`config.mk`:
```
export PLATFORM = sky130hd
export DESIGN_NAME = euclid_gcd_and_mod_inverse_unit
export DESIGN_NICKNAME = d
export VERILOG_FILES = /design/src/euclid_pkg.sv /design/src/euclid_gcd_and_mod_inverse_unit.sv
export SDC_FILE = /design/constraint.sdc
export NUM_CORES = 2
export LEC_CHECK = 0
export BUFFER_PORTS_ARGS = -buffer_cell sky130_fd_sc_hd__buf_2
export CORE_MARGIN = 4
export CORE_UTILIZATION = 30
export CTS_BUF_LIST = sky130_fd_sc_hd__clkbuf_4 sky130_fd_sc_hd__clkbuf_8
export DETAILED_ROUTE_END_ITERATION = 6
export SLEW_MARGIN = 5
export SYNTH_ARGS = -nofsm -noshare
export SYNTH_HDL_FRONTEND = slang
export SYNTH_SLANG_ARGS = --single-unit
```
`constraint.sdc`:
```
create_clock -name clk -period 9.9 [get_ports clk]
set_clock_uncertainty 0.15 [all_clocks]
set_input_delay 0.99 -clock clk [delete_from_list [all_inputs] [get_ports clk]]
set_output_delay 0.99 -clock clk [all_outputs]
set_load 0.03 [all_outputs]
```
`src/euclid_pkg.sv`:
```
package euclid_pkg;

  // Port widths (fixed by the stream format)
  localparam int DATA_W   = 64;
  localparam int STATUS_W = 3;

  typedef logic [STATUS_W-1:0] status_t;

  // Operation codes carried in s_tuser
  localparam logic OP_GCD = 1'b0;
  localparam logic OP_INV = 1'b1;

  // Status codes carried in m_tuser
  localparam status_t ST_OK          = 3'd0;
  localparam status_t ST_GCD_ZEROS   = 3'd1;
  localparam status_t ST_ZERO_VALUE  = 3'd2;
  localparam status_t ST_MOD_NOT_POS = 3'd3;
  localparam status_t ST_NO_INVERSE  = 3'd4;

endpackage

```
`src/euclid_gcd_and_mod_inverse_unit.sv`:
```
// Run time: data dependent; Fibonacci operands are the worst case (one quotient bit
//   per Euclid step, about 1.44*WIDTH steps); one shared shift/compare/subtract datapath.
// Throughput: one word at a time; s_tready is high only while the sequencer is idle.
// The finished result waits in res until the output register is free, so a stalled
//   m_tready delays its hand-off and holds s_tready low.
// Reset: synchronous, active high; clears the sequencer and m_tvalid.
module euclid_gcd_and_mod_inverse_unit #(
  parameter int WIDTH = 64
) (
  input  logic                               clk,
  input  logic                               rst,
  // s_tdata: value_a [63:0], value_b [127:64]
  input  logic                               s_tvalid,
  output logic                               s_tready,
  input  logic [2*euclid_pkg::DATA_W-1:0]    s_tdata,
  // s_tuser: op [0]
  input  logic                               s_tuser,
  // m_tdata: result [63:0]
  output logic                               m_tvalid,
  input  logic                               m_tready,
  output logic [euclid_pkg::DATA_W-1:0]      m_tdata,
  // m_tuser: status [2:0]
  output logic [euclid_pkg::STATUS_W-1:0]    m_tuser
);

  import euclid_pkg::*;

  localparam int KW = (WIDTH > 1) ? $clog2(WIDTH) : 1;
  localparam int TW = WIDTH + 1;   // signed Bezout coefficient, |t| <= modulus

  // Sequencer states
  localparam logic [2:0] S_IDLE  = 3'd0;
  localparam logic [2:0] S_CHECK = 3'd1;  // remainder zero? else start a division
  localparam logic [2:0] S_ALIGN = 3'd2;  // shift divisor up to the dividend
  localparam logic [2:0] S_SUB   = 3'd3;  // restoring subtract, one quotient bit
  localparam logic [2:0] S_SWAP  = 3'd4;  // Euclid rotate, or fold reduced value
  localparam logic [2:0] S_FIX   = 3'd5;  // map coefficient into 0..m-1
  localparam logic [2:0] S_DONE  = 3'd6;  // hand result to output register

  // What the division loop is working on
  localparam logic [1:0] MODE_GCD = 2'd0;  // plain Euclid on magnitudes
  localparam logic [1:0] MODE_RED = 2'd1;  // |a| mod m before the inverse
  localparam logic [1:0] MODE_INV = 2'd2;  // extended Euclid on (m, u)

  logic [2:0]              state;
  logic [1:0]              mode;
  logic [WIDTH-1:0]        r0, r1, d, m;
  logic signed [TW-1:0]    t0, t1, dt;
  logic [KW-1:0]           k;
  logic                    neg_a;
  logic [WIDTH-1:0]        res;
  status_t                 st;

  // Input decode
  logic [WIDTH-1:0] in_a, in_b, abs_a, abs_b;
  logic             in_a_neg, in_b_neg;

  always_comb begin
    in_a     = s_tdata[WIDTH-1:0];
    in_b     = s_tdata[DATA_W+WIDTH-1:DATA_W];
    in_a_neg = in_a[WIDTH-1];
    in_b_neg = in_b[WIDTH-1];
    abs_a    = in_a_neg ? (-in_a) : in_a;
    abs_b    = in_b_neg ? (-in_b) : in_b;
  end

  // Shared datapath terms
  logic             fits_twice;   // 2*d <= r0
  logic             sub_ok;       // r0 >= d
  logic [WIDTH-1:0] u_red;        // reduced value folded for a negative operand
  logic signed [TW-1:0] t_fixed;

  always_comb begin
    fits_twice = {d, 1'b0} <= {1'b0, r0};
    sub_ok     = r0 >= d;
    u_red      = (neg_a && (r0 != '0)) ? (m - r0) : r0;
    t_fixed    = t0[TW-1] ? (t0 + $signed({1'b0, m})) : t0;
  end

  assign s_tready = (state == S_IDLE);

  always_ff @(posedge clk) begin
    if (rst) begin
      state    <= S_IDLE;
      mode     <= MODE_GCD;
      m_tvalid <= 1'b0;
    end else begin
      // S_DONE drives m_tvalid itself
      if (m_tvalid && m_tready && (state != S_DONE)) begin
        m_tvalid <= 1'b0;
      end
      unique case (state)
        S_IDLE: begin
          if (s_tvalid) begin
            neg_a <= in_a_neg;
            m     <= in_b;
            r0    <= abs_a;
            t0    <= '0;
            t1    <= TW'(1);
            res   <= '0;
            if (s_tuser == OP_GCD) begin
              r1   <= abs_b;
              mode <= MODE_GCD;
              if ((in_a == '0) && (in_b == '0)) begin
                st    <= ST_GCD_ZEROS;
                state <= S_DONE;
              end else begin
                state <= S_CHECK;
              end
            end else begin
              r1   <= in_b;
              mode <= MODE_RED;
              if (in_a == '0) begin
                st    <= ST_ZERO_VALUE;
                state <= S_DONE;
              end else if ((in_b == '0) || in_b_neg) begin
                st    <= ST_MOD_NOT_POS;
                state <= S_DONE;
              end else begin
                state <= S_CHECK;
              end
            end
          end
        end
        S_CHECK: begin
          if (r1 == '0) begin
            if (mode == MODE_INV) begin
              state <= S_FIX;
            end else begin
              res   <= r0;
              st    <= ST_OK;
              state <= S_DONE;
            end
          end else begin
            d     <= r1;
            dt    <= t1;
            k     <= '0;
            state <= S_ALIGN;
          end
        end
        S_ALIGN: begin
          if (fits_twice) begin
            d  <= {d[WIDTH-2:0], 1'b0};
            dt <= dt <<< 1;
            k  <= k + KW'(1);
          end else begin
            state <= S_SUB;
          end
        end
        S_SUB: begin
          if (sub_ok) begin
            r0 <= r0 - d;
            t0 <= t0 - dt;
          end
          d  <= d >> 1;
          dt <= dt >>> 1;
          if (k == '0) begin
            state <= S_SWAP;
          end else begin
            k <= k - KW'(1);
          end
        end
        S_SWAP: begin
          if (mode == MODE_RED) begin
            if (u_red == '0) begin
              // value is a multiple of m: only m of one has an inverse (zero)
              st    <= (m == WIDTH'(1)) ? ST_OK : ST_NO_INVERSE;
              state <= S_DONE;
            end else begin
              r0    <= m;
              r1    <= u_red;
              t0    <= '0;
              t1    <= TW'(1);
              mode  <= MODE_INV;
              state <= S_CHECK;
            end
          end else begin
            r0    <= r1;
            r1    <= r0;
            t0    <= t1;
            t1    <= t0;
            state <= S_CHECK;
          end
        end
        S_FIX: begin
          if (r0 == WIDTH'(1)) begin
            res <= t_fixed[WIDTH-1:0];
            st  <= ST_OK;
          end else begin
            res <= '0;
            st  <= ST_NO_INVERSE;
          end
          state <= S_DONE;
        end
        S_DONE: begin
          if (!m_tvalid || m_tready) begin
            m_tvalid <= 1'b1;
            m_tdata  <= DATA_W'(res);
            m_tuser  <= st;
            state    <= S_IDLE;
          end
        end
        default: begin
          state <= S_IDLE;
        end
      endcase
    end
  end

endmodule
```
### After elaboration in Yosys (flattened, before gate mapping)

Cells that the tools add are included.
Widths: inputs -> output; s select.

* register bits after elaboration: 598
* output and inout port bits: 69

* mux-type cells: 71
* equal/unequal tests: 27
* reduce and logical (&&, ||, !) cells: 31
* $lt $le $gt $ge: 2
* add/sub/neg operators: 8
* bitwise gates (word level): 2

Operators with widths (number)
* $mux 64: 18
* $mux 65: 9
* $pmux 64 s3: 3
* $pmux 65 s3: 2
* $logic_not 64->1: 4
* $pmux 65 s2: 1
* $eq 64x1->1 const B: 2
* $neg 64->64: 2
* $pmux 64 s2: 1
* $sub 64x64->64: 2
* $mux 3: 22
* $le 65x64->1: 1
* $sub 65x65->65: 1
* $add 64x64->64: 1
* $ge 64x64->1: 1
* $reduce_bool 64->1: 1
* $ne 2x2->1 const B: 13
* $pmux 3 s7: 1
* $reduce_and 5->1: 4
* $mux 6: 3
* $pmux 6 s3: 1
* $reduce_and 4->1: 4
* $pmux 3 s4: 1
* $eq 3x3->1 const B: 3
* 23 further kinds: 40

### Depth between registers and ports, before layout

* depth in word-level cells: 7
* gate-level depth with buffers: 17
* mapped depth without buffers: 17

### Worst setup path before layout

Ideal clock, no wire load.

* path kind: register to register
* start: reg r0[10]
* end: reg r1[0] (enable)
* path buffers: 0
* period minus slack after synthesis: 10.357 ns
* arrival: 9.547 ns
* required time: 9.090 ns
* setup slack: -0.457 ns
* stages on the path, launching flop included: 16
* path through: edfxtp_1 -> inv_1 -> ha_1 -> a21o_1 -> a31oi_1 -> o211ai_2 -> or4_1 -> and2_4 -> nor2b_4 -> or4_2 -> nand4_1 -> a221o_1 -> a2111oi_0 -> nand4_1 -> o31ai_1 -> a21oi_1

* cells in the longest elaborated chain, start to end: 6

RTL lines
* from (decl): RTL line euclid_gcd_and_mod_inverse_unit.sv:47 `logic [WIDTH-1:0] r0, r1, d, m;`
* from (signal assigned): RTL line euclid_gcd_and_mod_inverse_unit.sv:97 `r0 <= abs_a;`
* from (signal assigned): RTL line euclid_gcd_and_mod_inverse_unit.sv:152 `r0 <= r0 - d;`
* from (signal assigned): RTL line euclid_gcd_and_mod_inverse_unit.sv:170 `r0 <= m;`
* branches (longest 2 deep; another with $sub 64x64->64)
* $mux 64 *: RTL line euclid_gcd_and_mod_inverse_unit.sv:76 `u_red = (neg_a && (r0 != '0)) ? (m - r0) : r0;`
* $logic_not 64->1 *: RTL line euclid_gcd_and_mod_inverse_unit.sv:165 `if (u_red == '0) begin`
* $ne 3x3->1 (no line) *
* $reduce_and 4->1 (no line) *
* to (signal assigned): RTL line euclid_gcd_and_mod_inverse_unit.sv:102 `r1 <= abs_b;`
* to (signal assigned): RTL line euclid_gcd_and_mod_inverse_unit.sv:171 `r1 <= u_red;`
* to (signal assigned): RTL line euclid_gcd_and_mod_inverse_unit.sv:179 `r1 <= r0;`
* to (decl): RTL line euclid_gcd_and_mod_inverse_unit.sv:47

Mark *: on every way between the ends.
A chain may end at the register's enable or synchronous reset.

### Worst setup path after layout

* start: reg r0[0]
* end: reg r0[8] (enable)

* cells in the longest elaborated chain, start to end: 6

RTL lines
* branches (longest 5 deep; another with $sub 64x64->64)
* $reduce_and 5->1 (no line) *

Marked as above.

==> metrics.md <==
| Metric | Value |
|---|---|
| Status | `finished with violations` |
| Failing checks | `capacitance limit, slew limit` |
| Skew-Pair Late Insertion Delay | `0.86 ns` |
| Area of the multi-input gates | `0.0265 mm²` |
| Commonest cells in the synthesized netlist | `edfxtp_1, nand2_1, o21ai_0` |
| CTS tree | `done` |
| Final Hold Vio Count | `0` |
| #FFs+latches synth | `598` |
| # Max-Cap Violations | `1` |
| Placed cells | `7136` |
| Antenna viol nets, final | `0` |
| RSZ-0062 raised after global routing | `no` |
| Main combinational cell family by area after synthesis | `compound AO/OA/AOI/OAI gates` |
| Post-Synth XOR/XNOR Area | `6.55%` |
| Register area | `0.0179 mm²` |
| Setup Slack @ Placement | `3.03 ns` |
| Post-synth top area share | `38.4%` |
| Post-synthesis mux area share | `4.03%` |
| Vias in the first global route | `40400` |
| Crit path from | `r0[0]` |
| Average wire per standard cell | `27.2 µm` |
| Mapped Nets | `5563` |
| Initial Util | `30.3%` |
| Fillers | `15800` |
| TritonRoute pass-1 iters | `6` |
| Final Setup Violations | `0` |
| Required time of the critical path | `10.23 ns` |
| Synth area leader | `edfxtp_1` |
| Postcts setup bufs | `0` |
| CP max-delay cell | `a2111oi_0` |
| Max incr delay on CP | `0.86 ns` |
| Leakage | `20.2 nW` |
| Tot GR Track Use | `23.8%` |
| HP Class | `in2reg` |
| Largest net degree at the start of global routing | `109` |
| GPL Wtd Cong | `1.01` |
| CP Class | `reg2reg` |
| Compound-gate portion of the synthesized area | `22.5%` |
| Setup ws final | `2.53 ns` |
| Total Die Area | `0.161 mm²` |
| Post-CTS sizing | `0` |
| WHS | `0.198 ns` |
| Crit path max fanout | `45` |
| Worst Max-Slew Pin Slew | `1.51 ns` |
| Gr ovfl total | `0` |
| CTS Buf Count | `113` |
| Startpoint of the worst hold path | `s_tdata[84]` |
| Clock Root Buffer | `clkbuf_8` |
| Final min period | `7.37 ns` |
| Tcrit/Tclk final | `74.5%` |
| DRC | `0` |
| Synth Instances | `5102` |
| Top Ports | `202` |
| Yosys Warn Count | `0` |
| Final Max Tran Viols | `2` |
| Cts hold-fix bufs | `0` |
| DP HPWL | `155000 µm` |
| # rows | `143` |
| Clock transition at path regs | `0.07 ns` |
| Synthesized area | `0.0463 mm²` |
| Clock tree buffer depth | `3` |
| PD cells | `242 mW/mm²` |
| Fmax | `0.136 GHz` |
| H-tree lvl count | `3` |
| Hold Crit Depth | `1` |
| Layout net count | `5682` |
| Post-Synth Adder-Cell Area | `8.95%` |
| Core ar. | `0.153 mm²` |
| Reg2reg path depth | `18` |
| WL final | `200000 µm` |
| Setup TNS | `0 ns` |
| Clock sink count | `598` |
| Post-synth EDFFs | `592` |
| Slew margin rel. | `-1.67%` |
| Initial DRC count | `5096` |
| Area grow syn2layout | `11.9%` |
| CP cell instances | `inv_1, ha_1, inv_1, fa_1, a21o_1, a21o_1, a2111oi_0, o211ai_1, a221oi_1, a211oi_1, a31oi_1, o21a_1, a211o_1, a21oi_1, a2111oi_0, o21ai_0, o311a_4, buf_4` |
| Share of cells above drive strength 1 | `9.57%` |
| Vias | `42500` |
| Number of port buffers | `201` |
| Peak VDD IR | `0.000132 V` |
| Predominant post-synthesis flop cell | `edfxtp_1` |
| Via density | `5.77` |
| Die H | `401 µm` |
| CP Launch Type | `register` |
| Post-synth ARST share | `0%` |
| Post-synthesis cell type count | `101` |
| CP arrival | `7.70 ns` |
| Initial antenna violation count | `20` |
| Simple-gate share of the synthesized area | `14.9%` |
| Largest cells by area after synthesis | `edfxtp_1, ha_1, o21ai_0, a21oi_1, nand2_1` |
| Critical Path Sink Type | `register` |
| Die X | `401 µm` |
| Reg-to-Reg Start | `r0[0]` |
| Sequential fraction of the synthesis area | `38.7%` |
| First-pass GRT wire length | `284000 µm` |
| Synth Area per Inst | `9.07 µm²` |
| Post-Layout Cell Count | `7364` |
==> kinds of logic after synthesis <==
logic type,after synthesis
compound gates,1671
xor+xnor,346
fa+ha+maj,328
buf+inv,529
flops,598
mux,186
simple gates,1444
==> worst max-delay path, delay by kind of cell (launching register included) <==
kind | cells | cell delay, ns
flip-flops | 1 | 0.51
buffers and inverters | 3 | 0.70
adder cells (fa/ha/maj) | 2 | 0.62
AO/OA/AOI/OAI | 13 | 4.95
==> area by class of cell <==
| type | count | share of cell area [%] |
|---|---|---|
| clock buffers | 138 | 3.38 |
| diodes | 23 | 0.111 |
| inverters | 280 | 2.03 |
| multi-input cells | 3975 | 51.1 |
| repair buffers | 253 | 2.70 |
| clock inverters | 67 | 1.20 |
| well taps | 2030 | 4.90 |
| flip-flops and latches | 598 | 34.6 |
==> layer usage <==
metal | wire (µm) | vias to the layer above | GRT usage (%)
met4 | 9010 | 4 | 9.67
met2 | 87700 | 2160 | 36.8
met5 | 25 | - | 0
li1 | - | 19300 | -
met3 | 19100 | 402 | 6.41
met1 | 84200 | 20600 | 31.5
==> where the power goes <==
group,leakage (nW),internal (mW),switching (mW)
Clock,1.23,1.45,1.24
Sequential,5.57,3.50,0.627
Combinational,13.4,2.02,3.72
Total,20.2,6.97,5.59
==> per-stage QoR <==
step	cell area (µm²)	utilization (%)	power, mW
2_1_floorplan	46300	-	7.85
5_1_grt	51700	33.9	13.2
3_3_place_gp	49400	32.3	9.73
4_1_cts	51700	33.9	12.5
3_5_place_dp	49400	32.3	9.74
6_report	51800	33.9	12.6
==> cell usage in the layout, fill, tap and decap left out, types with 39 or more instances in the layout <==
cell and count:
ha_1 323, nand2_1 590, nand3_1 68, o21a_1 43
clkbuf_8 114, edfxtp_1 592, and3_1 85, mux2i_1 184
nand4_1 99, a31oi_1 43, xnor2_1 216, o21ai_0 509
o31ai_1 51, a21o_1 177, o211ai_1 42, nand2b_1 39
buf_4 52, xor2_1 130, nor2_1 239, nor4_1 67
nor3_1 74, a21oi_1 458, inv_1 279, buf_2 201
a211oi_1 68, o21bai_1 44
==> sequential cells by signal, summed over array words and instances, names as in the netlist, 3 cells and up <==
signal	cells
dt	65
t0	65
t1	65
d	64
m	64
m_tdata	64
r0	64
r1	64
res	64
k	6
m_tuser	3
st	3
state	3
==> final timing paths <==
path	end	slack (ns)
setup / recovery	r0[8]	2.53
hold / removal	m[20]	0.20
setup reg to reg	r0[8]	2.53
hold reg to reg	m_tdata[36]	0.26
(Power assumes the default switching activity.)
